[src/design/json_string_unescape_decoder_macros.svh]
// Assertion macros for the JSON string unescape decoder.
// Used by the top level; no other dependencies.
`ifndef JSON_STRING_UNESCAPE_DECODER_MACROS_SVH
`define JSON_STRING_UNESCAPE_DECODER_MACROS_SVH

// Same-cycle implication under asynchronous active-low reset.
`define JSU_ASSERT_IMP(label, clk, rst_n, ante, cons, msg) \
	label: assert property (@(posedge clk) disable iff (!rst_n) (ante) |-> (cons)) \
		else $error(msg);

// Next-cycle implication under asynchronous active-low reset.
`define JSU_ASSERT_NXT(label, clk, rst_n, ante, cons, msg) \
	label: assert property (@(posedge clk) disable iff (!rst_n) (ante) |=> (cons)) \
		else $error(msg);

`endif

[src/design/jsu_pkg.sv]
// Shared types, constants and decode functions for the JSON string unescape decoder.
// No dependencies; compiled first.
package jsu_pkg;

	localparam int CP_W = 21;

	localparam logic [CP_W-1:0] CP_BACKSLASH = 21'h5C;
	localparam logic [CP_W-1:0] CP_LOWER_U   = 21'h75;
	localparam logic [15:0]     SUR_FIRST    = 16'hD800;
	localparam logic [15:0]     SUR_LAST     = 16'hDFFF;
	localparam logic [CP_W-1:0] SUR_LOW_BASE = 21'h0DC00;
	localparam logic [CP_W-1:0] SUPP_BASE    = 21'h10000;

	typedef enum logic [2:0] {
		MODE_PLAIN = 3'd0,
		MODE_ESC   = 3'd1,
		MODE_HEX1  = 3'd2,
		MODE_HEX2  = 3'd3,
		MODE_HEX3  = 3'd4,
		MODE_HEX4  = 3'd5,
		MODE_ERR   = 3'd6
	} mode_t;

	typedef struct packed {
		mode_t       mode;
		logic [15:0] hex_accum;
		logic [15:0] pending_half;
	} state_t;

	localparam state_t STATE_RESET = '{mode: MODE_PLAIN, hex_accum: 16'h0000,
		pending_half: 16'h0000};

	// One result beat as it leaves the block.
	typedef struct packed {
		logic [CP_W-1:0] char_out;
		logic            char_valid;
		logic            end_of_string;
		logic            string_ok;
	} res_t;

	// What one processed item asks of the output side.
	typedef struct packed {
		logic       valid;
		res_t       beat;
		logic       burst_start;
		logic [2:0] burst_last;
	} step_res_t;

	// Kept-digit write request.
	typedef struct packed {
		logic       we;
		logic [1:0] sel;
	} kept_wr_t;

	// {valid, value}
	function automatic logic [4:0] hex_digit(input logic [CP_W-1:0] c);
		logic [4:0] r;
		r = 5'b0_0000;
		case (c) inside
			[21'h30:21'h39]: r = {1'b1, 4'(c - 21'h30)};
			[21'h41:21'h46]: r = {1'b1, 4'(c - 21'h41 + 21'd10)};
			[21'h61:21'h66]: r = {1'b1, 4'(c - 21'h61 + 21'd10)};
			default:         r = 5'b0_0000;
		endcase
		return r;
	endfunction

	// {valid, character}
	function automatic logic [8:0] short_escape(input logic [CP_W-1:0] c);
		logic [8:0] r;
		r = 9'h000;
		unique case (c)
			21'h22:  r = {1'b1, 8'h22};
			21'h5C:  r = {1'b1, 8'h5C};
			21'h2F:  r = {1'b1, 8'h2F};
			21'h62:  r = {1'b1, 8'h08};
			21'h66:  r = {1'b1, 8'h0C};
			21'h6E:  r = {1'b1, 8'h0A};
			21'h72:  r = {1'b1, 8'h0D};
			21'h74:  r = {1'b1, 8'h09};
			default: r = 9'h000;
		endcase
		return r;
	endfunction

endpackage

[src/design/jsu_in_if.sv]
// Input channel of the JSON string unescape decoder: one code point per beat.
// Depends on jsu_pkg.
interface jsu_in_if;
	logic                      valid;
	logic                      ready;
	logic [jsu_pkg::CP_W-1:0]  code_point;
	logic                      last_item;

	modport source (output valid, code_point, last_item, input ready);
	modport sink   (input valid, code_point, last_item, output ready);
endinterface

[src/design/jsu_out_if.sv]
// Result channel of the JSON string unescape decoder.
// Depends on jsu_pkg.
interface jsu_out_if;
	logic                      valid;
	logic                      ready;
	logic [jsu_pkg::CP_W-1:0]  char_out;
	logic                      char_valid;
	logic                      end_of_string;
	logic                      string_ok;

	modport source (output valid, char_out, char_valid, end_of_string, string_ok,
		input ready);
	modport sink   (input valid, char_out, char_valid, end_of_string, string_ok,
		output ready);
endinterface

[src/design/jsu_step.sv]
// Combinational escape decoder: next state and result for one code point.
// Depends on jsu_pkg.
module jsu_step (
	input  jsu_pkg::state_t            st,
	input  logic [jsu_pkg::CP_W-1:0]   cp,
	input  logic                       last,
	output jsu_pkg::state_t            nxt,
	output jsu_pkg::kept_wr_t          kept_wr,
	output jsu_pkg::step_res_t         res
);

	jsu_pkg::state_t            take_nxt;
	logic                       put;
	logic [jsu_pkg::CP_W-1:0]   put_char;
	logic [4:0]                 hex;
	logic [8:0]                 esc;
	logic [15:0]                acc_new;
	logic                       is_sur;
	logic                       half_pend;
	logic [jsu_pkg::CP_W-1:0]   joined;

	assign hex       = jsu_pkg::hex_digit(cp);
	assign esc       = jsu_pkg::short_escape(cp);
	assign acc_new   = {st.hex_accum[11:0], hex[3:0]};
	assign is_sur    = (acc_new >= jsu_pkg::SUR_FIRST) && (acc_new <= jsu_pkg::SUR_LAST);
	assign half_pend = (st.pending_half != 16'h0000);
	// high half minus D800 is just its low 11 bits
	assign joined    = {st.pending_half[10:0], 10'b0}
		+ ({5'b0, acc_new} - jsu_pkg::SUR_LOW_BASE) + jsu_pkg::SUPP_BASE;

	// next state after taking the code point
	always_comb begin
		take_nxt = st;
		put      = 1'b0;
		put_char = '0;
		kept_wr  = '0;
		unique case (st.mode)
			jsu_pkg::MODE_PLAIN: begin
				if (cp == jsu_pkg::CP_BACKSLASH) begin
					take_nxt.mode = jsu_pkg::MODE_ESC;
				end else if (half_pend) begin
					take_nxt.mode = jsu_pkg::MODE_ERR;
				end else begin
					put      = 1'b1;
					put_char = cp;
				end
			end
			jsu_pkg::MODE_ESC: begin
				if (cp == jsu_pkg::CP_LOWER_U) begin
					take_nxt.mode      = jsu_pkg::MODE_HEX1;
					take_nxt.hex_accum = 16'h0000;
				end else if (half_pend || !esc[8]) begin
					take_nxt.mode = jsu_pkg::MODE_ERR;
				end else begin
					put           = 1'b1;
					put_char      = {13'b0, esc[7:0]};
					take_nxt.mode = jsu_pkg::MODE_PLAIN;
				end
			end
			jsu_pkg::MODE_HEX1, jsu_pkg::MODE_HEX2, jsu_pkg::MODE_HEX3: begin
				if (!hex[4]) begin
					take_nxt.mode = jsu_pkg::MODE_ERR;
				end else begin
					kept_wr.we         = 1'b1;
					kept_wr.sel        = 2'(st.mode - jsu_pkg::MODE_HEX1);
					take_nxt.hex_accum = acc_new;
					take_nxt.mode      = jsu_pkg::mode_t'(st.mode + 3'd1);
				end
			end
			jsu_pkg::MODE_HEX4: begin
				if (!hex[4]) begin
					take_nxt.mode = jsu_pkg::MODE_ERR;
				end else begin
					take_nxt.hex_accum = acc_new;
					take_nxt.mode      = jsu_pkg::MODE_PLAIN;
					if (is_sur) begin
						if (!half_pend) begin
							take_nxt.pending_half = acc_new;
						end else begin
							put                   = 1'b1;
							put_char              = joined;
							take_nxt.pending_half = 16'h0000;
						end
					end else if (half_pend) begin
						take_nxt.mode = jsu_pkg::MODE_ERR;
					end else begin
						put      = 1'b1;
						put_char = {5'b0, acc_new};
					end
				end
			end
			default: take_nxt.mode = jsu_pkg::MODE_ERR;
		endcase
	end

	// result beat and string close
	always_comb begin
		nxt = last ? jsu_pkg::STATE_RESET : take_nxt;
		res = '0;
		res.beat.char_out   = put_char;
		res.beat.char_valid = put;
		res.valid           = put;
		if (last) begin
			res.valid              = 1'b1;
			res.beat.end_of_string = 1'b1;
			res.beat.string_ok     = (take_nxt.mode == jsu_pkg::MODE_PLAIN);
			unique case (take_nxt.mode)
				jsu_pkg::MODE_ESC: begin
					res.beat.char_out   = jsu_pkg::CP_BACKSLASH;
					res.beat.char_valid = 1'b1;
				end
				jsu_pkg::MODE_HEX1, jsu_pkg::MODE_HEX2, jsu_pkg::MODE_HEX3,
				jsu_pkg::MODE_HEX4: begin
					// backslash now, then 'u' and the kept digits
					res.beat.char_out      = jsu_pkg::CP_BACKSLASH;
					res.beat.char_valid    = 1'b1;
					res.beat.end_of_string = 1'b0;
					res.burst_start        = 1'b1;
					res.burst_last         = 3'(take_nxt.mode - 3'd1);
				end
				default: ;
			endcase
		end
	end

endmodule

[src/design/json_string_unescape_decoder.sv]
// JSON string unescape decoder, top level: input stage, state, result register, replay.
// Depends on jsu_pkg, jsu_in_if, jsu_out_if, jsu_step and the assertion macros.
//
// Usage
//  - items: one code point of a JSON string body per beat, last_item on the final one.
//  - results: decoded code points. The final beat of a string has end_of_string set
//    and string_ok tells whether the escapes were well formed. When the final item
//    leaves nothing to show, an end marker with char_valid low closes the string.
//  - Path: an item beat passes the input register, then the result register.
//  - Throughput: one item per cycle unless stalled; items that only open an escape give no beat.
//    A string ending inside an unfinished \u escape replays backslash, 'u' and the
//    digits taken, one beat a cycle while the result register is free: up to five
//    beats, set by the replay counter that drives the single result register.
//  - Stall: while the result register holds a beat not yet taken, or a replay runs,
//    the input stage waits; items.ready drops once the input register is full too.
//  - Reset (arst_n low): mode, pending surrogate half, replay and valid flags are
//    cleared; the block starts a fresh string. Kept digits are never cleared.
`include "json_string_unescape_decoder_macros.svh"

module json_string_unescape_decoder (
	input  logic        clk,
	input  logic        arst_n,
	jsu_in_if.sink      items,
	jsu_out_if.source   results
);

	// input stage
	logic                       in_vld_s1;
	logic [jsu_pkg::CP_W-1:0]   cp_s1;
	logic                       last_s1;

	// decoder state
	jsu_pkg::state_t            st_q;
	jsu_pkg::state_t            st_nxt;
	jsu_pkg::kept_wr_t          kept_wr;
	jsu_pkg::step_res_t         step_res;
	logic [jsu_pkg::CP_W-1:0]   kept_q [3];

	// replay of an unfinished \u escape
	logic                       burst_act_q;
	logic [2:0]                 burst_idx_q;
	logic [2:0]                 burst_last_q;
	jsu_pkg::res_t              burst_beat;
	logic [1:0]                 kept_rd;

	// result register
	logic                       out_vld_q;
	jsu_pkg::res_t              out_q;

	logic                       out_free;
	logic                       advance;
	logic                       in_take;

	assign out_free = !out_vld_q || results.ready;
	assign advance  = in_vld_s1 && !burst_act_q && out_free;
	assign in_take  = items.valid && items.ready;

	assign items.ready = !in_vld_s1 || advance;

	jsu_step u_step (
		.st      (st_q),
		.cp      (cp_s1),
		.last    (last_s1),
		.nxt     (st_nxt),
		.kept_wr (kept_wr),
		.res     (step_res)
	);

	// replay beat: index 1 is 'u', 2..4 are the kept digits
	assign kept_rd = 2'(burst_idx_q - 3'd2);
	always_comb begin
		burst_beat               = '0;
		burst_beat.char_valid    = 1'b1;
		burst_beat.end_of_string = (burst_idx_q == burst_last_q);
		burst_beat.char_out      = (burst_idx_q == 3'd1) ? jsu_pkg::CP_LOWER_U
			: kept_q[kept_rd];
	end

	// control
	always_ff @(posedge clk or negedge arst_n) begin
		if (!arst_n) begin
			in_vld_s1    <= 1'b0;
			st_q         <= jsu_pkg::STATE_RESET;
			burst_act_q  <= 1'b0;
			burst_idx_q  <= 3'd0;
			burst_last_q <= 3'd0;
			out_vld_q    <= 1'b0;
		end else begin
			if (in_take) begin
				in_vld_s1 <= 1'b1;
			end else if (advance) begin
				in_vld_s1 <= 1'b0;
			end

			if (advance) begin
				st_q <= st_nxt;
			end

			if (burst_act_q && out_free) begin
				burst_idx_q <= burst_idx_q + 3'd1;
				if (burst_idx_q == burst_last_q) begin
					burst_act_q <= 1'b0;
				end
			end else if (advance && step_res.burst_start) begin
				burst_act_q  <= 1'b1;
				burst_idx_q  <= 3'd1;
				burst_last_q <= step_res.burst_last;
			end

			if (burst_act_q && out_free) begin
				out_vld_q <= 1'b1;
			end else if (advance && step_res.valid) begin
				out_vld_q <= 1'b1;
			end else if (out_free) begin
				out_vld_q <= 1'b0;
			end
		end
	end

	// payload, no reset
	always_ff @(posedge clk) begin
		if (in_take) begin
			cp_s1   <= items.code_point;
			last_s1 <= items.last_item;
		end
		if (advance && kept_wr.we) begin
			kept_q[kept_wr.sel] <= cp_s1;
		end
		if (burst_act_q && out_free) begin
			out_q <= burst_beat;
		end else if (advance && step_res.valid) begin
			out_q <= step_res.beat;
		end
	end

	assign results.valid         = out_vld_q;
	assign results.char_out      = out_q.char_out;
	assign results.char_valid    = out_q.char_valid;
	assign results.end_of_string = out_q.end_of_string;
	assign results.string_ok     = out_q.string_ok;

	// checks
	`JSU_ASSERT_IMP(a_replay_holds_input, clk, arst_n, burst_act_q, !advance, "item taken during replay")
	`JSU_ASSERT_NXT(a_close_resets, clk, arst_n, advance && last_s1, st_q == jsu_pkg::STATE_RESET, "state not reset after close")
	`JSU_ASSERT_IMP(a_marker_closes, clk, arst_n, out_vld_q && !out_q.char_valid, out_q.end_of_string, "empty beat mid-string")
	`JSU_ASSERT_IMP(a_replay_bound, clk, arst_n, burst_act_q, (burst_idx_q <= burst_last_q) && (burst_last_q <= 3'd4), "replay index out of range")

endmodule

[src/flat_wrapper.sv]
// flat-port wrapper written by rule: the top's interface ports become plain ports
module json_string_unescape_decoder_flat 
  (clk, arst_n, items_valid, items_code_point, items_last_item, items_ready, results_valid, results_char_out, results_char_valid, results_end_of_string, results_string_ok, results_ready);
  jsu_in_if items_i ();
  jsu_out_if results_i ();
  input  logic clk;
  input  logic arst_n;
  input wire logic [$bits(items_i.valid)-1:0] items_valid;
  input wire logic [$bits(items_i.code_point)-1:0] items_code_point;
  input wire logic [$bits(items_i.last_item)-1:0] items_last_item;
  output wire logic [$bits(items_i.ready)-1:0] items_ready;
  output wire logic [$bits(results_i.valid)-1:0] results_valid;
  output wire logic [$bits(results_i.char_out)-1:0] results_char_out;
  output wire logic [$bits(results_i.char_valid)-1:0] results_char_valid;
  output wire logic [$bits(results_i.end_of_string)-1:0] results_end_of_string;
  output wire logic [$bits(results_i.string_ok)-1:0] results_string_ok;
  input wire logic [$bits(results_i.ready)-1:0] results_ready;
  assign items_i.valid = items_valid;
  assign items_i.code_point = items_code_point;
  assign items_i.last_item = items_last_item;
  assign items_ready = items_i.ready;
  assign results_valid = results_i.valid;
  assign results_char_out = results_i.char_out;
  assign results_char_valid = results_i.char_valid;
  assign results_end_of_string = results_i.end_of_string;
  assign results_string_ok = results_i.string_ok;
  assign results_i.ready = results_ready;
  json_string_unescape_decoder u_core (.clk(clk), .arst_n(arst_n), .items(items_i), .results(results_i));
endmodule
[config.mk]
export PLATFORM = sky130hd
export DESIGN_NAME = json_string_unescape_decoder_flat
export DESIGN_NICKNAME = d
export VERILOG_FILES = /design/src/design/jsu_pkg.sv /design/src/design/jsu_in_if.sv /design/src/design/jsu_out_if.sv /design/src/design/jsu_step.sv /design/src/design/json_string_unescape_decoder.sv /design/src/flat_wrapper.sv
export VERILOG_INCLUDE_DIRS = /design/src /design/src/design
export SDC_FILE = /design/constraint.sdc
export NUM_CORES = 1
export LEC_CHECK = 0
export ABC_CLOCK_PERIOD_IN_PS = 5900
export BUFFER_PORTS_ARGS = -buffer_cell sky130_fd_sc_hd__buf_2
export CAP_MARGIN = 20
export CORE_ASPECT_RATIO = 1.25
export CORE_MARGIN = 3
export CORE_UTILIZATION = 43
export CTS_BUF_LIST = sky130_fd_sc_hd__clkbuf_4
export DETAILED_ROUTE_END_ITERATION = 10
export MAX_ROUTING_LAYER = met4
export PLACE_DENSITY = 0.69
export SLEW_MARGIN = 5
export SYNTH_ARGS = -nofsm -noshare
export SYNTH_HDL_FRONTEND = slang
export SYNTH_SLANG_ARGS = --single-unit
[constraint.sdc]
create_clock -name clk -period 5.9 [get_ports clk]
set_input_delay 0.59 -clock clk [delete_from_list [all_inputs] [get_ports clk]]
set_output_delay 0.59 -clock clk [all_outputs]
set_load 0.01 [all_outputs]
==> metrics.md, run 1 <==
| Metric | Value |
|---|---|
| Yosys cell types | 71 |
| Clock Sinks | 149 |
| Crit path DAT | 5.24 ns |
| CP max stage delay | 0.58 ns |
| Final hold vios | 0 |
| Kind of critical path | flop to flop |
| Largest net degree at the start of global routing | 47 |
| Worst R2R Start | u_core.cp_s1[14]$_DFFE_PP_ |
| Leading area contributor after synthesis | edfxtp_1 |
| Initial Utilization | 43.99% |
| GRT Util Overall | 21.41% |
| Final setup skew | 0.02704 ns |
| Core box area | 17570 um2 |
| YS warnings | 0 |
| Delay-heaviest family, CP | compound AO/OA/AOI/OAI gates |
| Min Tclk post-route | 4.854 ns |
| Power per Cell Area | 383.2 nW/um2 |
| Seq pwr share | 45.3% |
| Mean Syn Cell Area | 11.18 um2 |
| Syn Inst Count | 691 |
| Post-CTS setup buffer count | 0 |
| Count of cells resized by post-cts repair | 0 |
| Post-detailed-route count of antenna-violating nets | 0 |
| Adder-cell share of the synthesized area | 6.574% |
| Peak VDD IR | 0.0001762 V |
| Setup-failing EPs final | 0 |
| Max Clk Rate | 206.0 MHz |
| Clk pwr share | 18.8% |
| Maxcap violations | 0 |
| TNS Setup | 0 ns |
| CP bufs+invs | 2 |
| Grt total ovfl | 0 |
| Mux cell area share after synthesis | 3.562% |
| CP max-delay cell | o41ai_1 |
| Area share of and/or/nand/nor cells after synthesis | 13.47% |
| Post-layout net count | 804 |
| Cts bufs inserted | 17 |
| Main area contributors after synthesis | edfxtp_1, dfrtp_1, ha_1, nand2_1, o21ai_0 |
| FP Rows | 54 |
| WL met1 | 8643 um |
| WL met3 | 1020 um |
| CP cell instances | nor4_1, nand4_1, o41ai_1, a21oi_1, a21o_1, ha_1, nand2_1, o21ai_0, a222oi_1, a21boi_2, and4_2, inv_1, ha_1, nor3_1, a41o_2, o21ai_2, buf_4, o21ai_0 |
| Cts hold-fix bufs | 0 |
| Final setup margin | 1.046 ns |
| DRC errors left | 0 |
| Initial antenna violation count | 1 |
| Commonest cells in the netlist | edfxtp_1, nand2_1, o21ai_0 |
| Final slew viol count | 0 |
| DR iter-0 viols | 530 |
| DP HPWL | 14110 um |
| Layout Utilization | 48.42% |
| Asr flop ratio synth | 26.85% |
| Most common cell in the netlist | edfxtp_1 |
| Highest routed layer | met4 |
| H-tree lvl count | 4 |
| Routed WL | 19850 um |
| HP Class | input pin to async pin |
| Post-Synth XOR/XNOR Area | 2.040% |
| Routability cong. | 0.8986 |
| Post-synthesis compound-gate area fraction | 16.09% |
| Internal | 2017 uW |
| Die area | 19630 um2 |
| Synth Register Bits | 149 |
| CP Capture Type | flop |
| Register area share after synthesis | 55.05% |
| Via count | 5635 |
| Vias per inst | 5.774 |
| Vias in the first global route | 5699 |
| First-pass GRT wire length | 31580 um |
| RSZ-0062 raised after global routing | false |
| Main flop type after synthesis | edfxtp_1 |
| Startpoint Class | flop |
| CTS root buffer | clkbuf_4 |
| WL met2 | 9719 um |
| Pre-Repair DR Iteration Count | 6 |
| Switch share | 38.10% |
| CTS tree | yes |
| Worst-margin pin slew | 1.064 ns |
| Status | complete, no violations |
| Psw | 1242 uW |
| Comb pwr share | 35.9% |
| Port bufs | 51 |
| Worst path required time | 6.28 ns |
| Syn-to-layout area delta | 10.07% |
| Max FO, Critical Path | 17 |
| Ratio of final minimum period to clock period | 82.27% |
| Fraction of layout cells with a size suffix above 1 | 15.45% |
| Largest family of logic cells by synthesized area | compound AO/OA/AOI/OAI gates |
| Worst skew pair latency | 0.54 ns |
| Ports | 52 |
| Critical path origin | u_core.cp_s1[14]$_DFFE_PP_ |
| Slew margin rel. | 28.62% |
| EDFF count, synth | 107 |
| Dpl ws | 1.088 ns |
| Post-Layout Cell Count | 976 |
| Share of the synthesized area in the top cell type | 41.58% |
| Post-Syn Area | 7727 um2 |
| Post-Place Cells | 942 |
| Pleak | 0.003284 uW |
| Reg clk slew, reported paths | 0.15 ns |
| Die width | 125.9 um |
| Max clock buf depth | 2 |
| Height of the die | 155.9 um |
| Average wire per standard cell | 20.33 um |
| Syn nets | 757 |
-- power by group through the flow --
stage	sequential (uW)	combinational [uW]	clock, uW
finish	1470	1170	614
global placement	1500	1120	0
detailed placement	1500	1140	0
floorplan	1500	778	0
CTS	1480	1140	632
global route	1500	1290	674
-- per-stage QoR --
step                total power, uW  hold slack [ns]  cell area (um2)
detailed placement             2640           0.4720             8203
finish                         3259           0.1278             8506
CTS                            3253           0.1227             8476
floorplan                      2274           0.2944             7727
global placement               2618           0.4557             8203
global route                   3461           0.1451             8506
-- final cells by class --
class,count,area [um2]
clock inverters,15,145.1
flip-flops and latches,149,4254
diodes,1,2.502
fillers,1604,9061
repair buffers,63,365.4
multi-input cells,481,3233
well taps,224,280.3
inverters,26,97.59
clock buffers,17,127.6
-- cells by family (layout without fill, tap and decap cells) --
group / Yosys count / after routing
AND/OR/NAND/NOR: 216 / 216
XOR/XNOR: 18 / 18
flip-flops: 149 / 149
buffers and inverters: 61 / 121
other: 0 / 1
AO/OA/AOI/OAI: 181 / 181
multiplexers: 26 / 26
adder cells (fa/ha/maj): 40 / 40
-- path summary, 6_finish.rpt --
path	end	slack, ns	cells past startpoint
max in group asynchronous	u_core.st_q[2]$_DFFE_PN0P_	5.21	1
setup reg to reg	u_core.results.char_out[13]$_DFFE_PP_	1.05	18
setup / recovery	u_core.results.char_out[13]$_DFFE_PP_	1.05	18
hold / removal	u_core.results.valid$_DFFE_PN0P_	0.13	1
hold reg to reg	u_core.results.string_ok$_SDFFE_PP0P_	0.49	2
min in group clk	u_core.cp_s1[13]$_DFFE_PP_	0.21	1
-- placed cells by master (no fill, tap or decap), drive strengths merged, types with 9 or more instances in the layout --
cell type | Yosys | final
ha | 39 | 39
a222oi | 10 | 10
nand2 | 89 | 89
nor2b | 9 | 9
inv | 26 | 33
nor3 | 14 | 14
a21oi | 17 | 17
mux2i | 23 | 23
xnor2 | 13 | 13
clkbuf | 28 | 17
and2 | 10 | 10
o21ai | 65 | 65
buf | 7 | 63
o31ai | 14 | 14
dfrtp | 40 | 40
nor2 | 40 | 40
edfxtp | 107 | 107
nor4 | 11 | 11
o211ai | 20 | 20
-- flip-flops by register name (all words and copies together) (netlist names) --
signal	cells
u_core.kept_q	63
u_core.st_q	31
u_core.cp_s1	21
u_core.results.char_out	21
u_core.burst_idx_q	3
u_core.burst_last_q	3
u_core.burst_act_q	1
u_core.in_vld_s1	1
u_core.last_s1	1
u_core.results.char_valid	1
u_core.results.end_of_string	1
u_core.results.string_ok	1
u_core.results.valid	1
-- routing by layer --
layer	up-vias	GRT usage, %
met1	2735	26.84
met3	30	4.281
met2	166	34.64
li1	2704	-
met5	-	-
met4	0	7.869
Power figures use the tool's default switching activity.
==> run 2: changes to the inputs <==
--- a/config.mk
+++ b/config.mk
@@ -6,7 +6,8 @@
 export SDC_FILE = /design/constraint.sdc
 export NUM_CORES = 1
 export LEC_CHECK = 0
-export ABC_CLOCK_PERIOD_IN_PS = 5900
+export ABC_AREA = 1
+export ABC_CLOCK_PERIOD_IN_PS = 4500
 export BUFFER_PORTS_ARGS = -buffer_cell sky130_fd_sc_hd__buf_2
 export CAP_MARGIN = 20
 export CORE_ASPECT_RATIO = 1.25
==> constraint.sdc (replaced) <==
create_clock -name clk -period 4.5 [get_ports clk]
set_input_delay 0.45 -clock clk [delete_from_list [all_inputs] [get_ports clk]]
set_output_delay 0.45 -clock clk [all_outputs]
set_load 0.01 [all_outputs]
==> run 2 against run 1 <==
Effect of this change:
- clock skew fell by 0.010 ns
- wire length rose by 12%
- via count rose by 22%
- non-clock buffer count rose by 15
- design area rose by 9.6%
- flip-flop and latch count did not move
- sequential share of layout area fell by 4.4 points
- clock power rose by 50%
- critical path depth rose by 9
- first-iteration DRC count rose by 9.6%
- critical path type unchanged
- critical endpoint is now u_core.results.char_out[9]$_DFFE_PP_
- largest power group unchanged
- highest routed layer unchanged
==> metrics.md, run 2 <==
| Metric | Value |
|---|---|
| Peak VDD IR | 0.0002340 V |
| Slew margin rel. | 38.77% |
| Kind of critical path | flop to flop |
| Most frequent cells in the layout | nand2_1, edfxtp_1, nor2_1 |
| Main flop type after synthesis | edfxtp_1 |
| Most common cell after layout, fill and taps aside | nand2_1 |
| First-pass GRT wire length | 35440 um |
| Vias in the first global route | 6680 |
| CP Capture Type | flop |
| Cts bufs inserted | 17 |
| Pleak | 0.004020 uW |
| Worst skew pair latency | 0.58 ns |
| Max FO, Critical Path | 17 |
| Top flop regs | u_core.kept_q: 63 flops, u_core.st_q: 31 flops |
| CTS root buffer | clkbuf_4 |
| Core box area | 18920 um2 |
| EDFF count, synth | 107 |
| Fraction of layout cells with a size suffix above 1 | 14.66% |
| Asr flop ratio synth | 26.85% |
| Post-layout net count | 1083 |
| Register area share after synthesis | 50.89% |
| Ports | 52 |
| Pre-Repair DR Iteration Count | 5 |
| Syn-to-layout area delta | 11.56% |
| TNS Setup | 0 ns |
| GRT Util Overall | 22.49% |
| Final slew viol count | 0 |
| Largest reg by FF count | u_core.kept_q |
| Setup-failing EPs final | 0 |
| Ratio of final minimum period to clock period | 91.24% |
| Min Tclk post-route | 4.106 ns |
| Initial Utilization | 44.19% |
| Via count | 6853 |
| Vias per inst | 5.422 |
| Final hold vios | 0 |
| Mean Syn Cell Area | 8.809 um2 |
| CTS tree | yes |
| Grt total ovfl | 0 |
| Yosys cell types | 50 |
| Share of the synthesized area in the top cell type | 38.44% |
| Synth Register Bits | 149 |
| HP Class | input pin to flop |
| Most common cell in the netlist | nand2_1 |
| Worst-margin pin slew | 0.9184 ns |
| Main area contributors after synthesis | edfxtp_1, dfrtp_1, nand2_1, ha_1, nand3_1 |
| Crit path DAT | 4.45 ns |
| Syn Inst Count | 949 |
| Post-Syn Area | 8359 um2 |
| Max clock buf depth | 2 |
| Leading area contributor after synthesis | edfxtp_1 |
| Worst path required time | 4.85 ns |
| Port bufs | 51 |
| Height of the die | 161.9 um |
| DP HPWL | 16100 um |
| Status | complete, no violations |
| Clock Sinks | 149 |
| Power per Cell Area | 506.5 nW/um2 |
| Initial antenna violation count | 1 |
| Post-detailed-route count of antenna-violating nets | 0 |
| Reg clk slew, reported paths | 0.15 ns |
| H-tree lvl count | 4 |
| Startpoint Class | flop |
| Routability cong. | 0.9092 |
| Syn nets | 1015 |
| Maxcap violations | 0 |
| Average wire per standard cell | 17.59 um |
| Die width | 130.7 um |
| Final setup skew | 0.01681 ns |
| Number of flip-flops in the largest register | 63 |
| Commonest cells in the netlist | nand2_1, edfxtp_1, nor2_1 |
| DR iter-0 viols | 581 |
| DRC errors left | 0 |
| YS warnings | 0 |
| Routed WL | 22230 um |
| Die area | 21160 um2 |
| FP Rows | 56 |
| Max Clk Rate | 243.6 MHz |
| Fillers | 1871 |
| Layout Utilization | 49.29% |
| Largest net degree at the start of global routing | 41 |
| RSZ-0062 raised after global routing | false |
==> run 2: cell types whose count changed in the layout (fill, tap and decap cells not counted), moves of 9 or more <==
cell      delta
a21oi_1     +14
a222oi_1    -10
inv_1       +49
mux2i_1     -23
nand2_1    +162
nand2_2     +14
nand3_1     +72
nand4_1     +19
nor2_1      +58
nor2b_1      -9
nor3_1       -9
o211ai_1    -16
o31ai_1     -12
==> run 2: path summary, 6_finish.rpt <==
check / slack (ns) / endpoint / cells after the start / from
worst min-delay path: 0.04 / u_core.cp_s1[6]$_DFFE_PP_ / 1 / items_code_point[6]
worst max-delay path: 0.39 / u_core.results.char_out[9]$_DFFE_PP_ / 27 / u_core.cp_s1[12]$_DFFE_PP_
max in group asynchronous: 3.40 / u_core.burst_last_q[2]$_DFFE_PN0P_ / 2 / arst_n
worst min register to register: 0.50 / u_core.st_q[13]$_DFFE_PN0P_ / 2 / u_core.st_q[13]$_DFFE_PN0P_
min in group asynchronous: 0.53 / u_core.st_q[13]$_DFFE_PN0P_ / 2 / arst_n
worst max register to register: 0.39 / u_core.results.char_out[9]$_DFFE_PP_ / 27 / u_core.cp_s1[12]$_DFFE_PP_
==> run 2: metal layers <==
metal  vias to the layer above  wire, um  global-route usage [%]
met1                      3217      8895                   27.17
met5                         -         0                       -
met4                         0       676                   7.717
met3                        45      1280                   3.487
met2                       229     11380                   38.18
li1                       3362         -                       -
==> run 2: power breakdown <==
group | internal, uW | switching, uW
clock | 365 | 556
combinational | 572 | 1230
sequential | 1790 | 209
==> run 2: cell families (layout without fill, tap and decap cells) <==
kind of cell / count (synthesis) / after routing / synth area share, %
adder cells (fa/ha/maj): 40 / 40 / 6.077
XOR/XNOR: 18 / 18 / 1.886
flip-flops: 149 / 149 / 50.89
AND/OR/NAND/NOR: 506 / 506 / 27.06
AO/OA/AOI/OAI: 127 / 127 / 8.592
buffers and inverters: 109 / 190 / 5.493
other: 0 / 2 / 0
==> run 2: worst max-delay path, cell delays in order, from the launching register on <==
cell and delay, ns:
edfxtp_1 0.50, nor2_2 0.26, nand2_2 0.19, nor2_2 0.19
nand3_1 0.09, nand2_1 0.07, nand2_1 0.05, nand2_2 0.09
nand3_2 0.23, a21oi_1 0.19, nand3_1 0.09, nand2_2 0.09
nand2_4 0.09, ha_1 0.23, inv_1 0.10, nand2_1 0.06
nand2_1 0.08, nand4_1 0.17, inv_1 0.17, ha_1 0.18
inv_1 0.05, nand2_1 0.06, nand2_1 0.05, nand2_2 0.14
a21oi_4 0.06, buf_4 0.21, nand2_1 0.08, nand2_1 0.06
==> run 2: timing repair <==
| item | CTS | global route |
|---|---|---|
| hold endpoints to repair | 18 | 0 |
| resized for setup | 0 | 2 |
| hold buffers | 8 | 0 |
| setup endpoints to repair | 0 | 18 |
| setup buffers | 0 | 2 |
==> run 2: stage by stage <==
stage          hold WS (ns)  power (uW)  setup WS (ns)  std cells  area, um2
2_1_floorplan        0.1544        3177         0.5732        949       8359
4_1_cts            0.004640        4742         0.2489       1260       9300
3_3_place_gp         0.4749        3802         0.3805       1220       8899
3_5_place_dp         0.4793        3818         0.2848       1220       8899
5_1_grt            0.004106        5038        0.03882       1264       9325
6_report            0.03883        4723         0.3942       1264       9325
==> run 2: cell type report <==
type	count	area, um2	share of cell area, %
Inverter	80	305.3	3.274
Antenna cell	2	5.005	0.05367
Multi-Input combinational cell	691	3671	39.37
Clock inverter	14	186.4	1.999
Sequential cell	149	4254	45.62
Timing Repair Buffer	78	478.0	5.125
Clock buffer	18	135.1	1.449
Tap cell	232	290.3	3.113
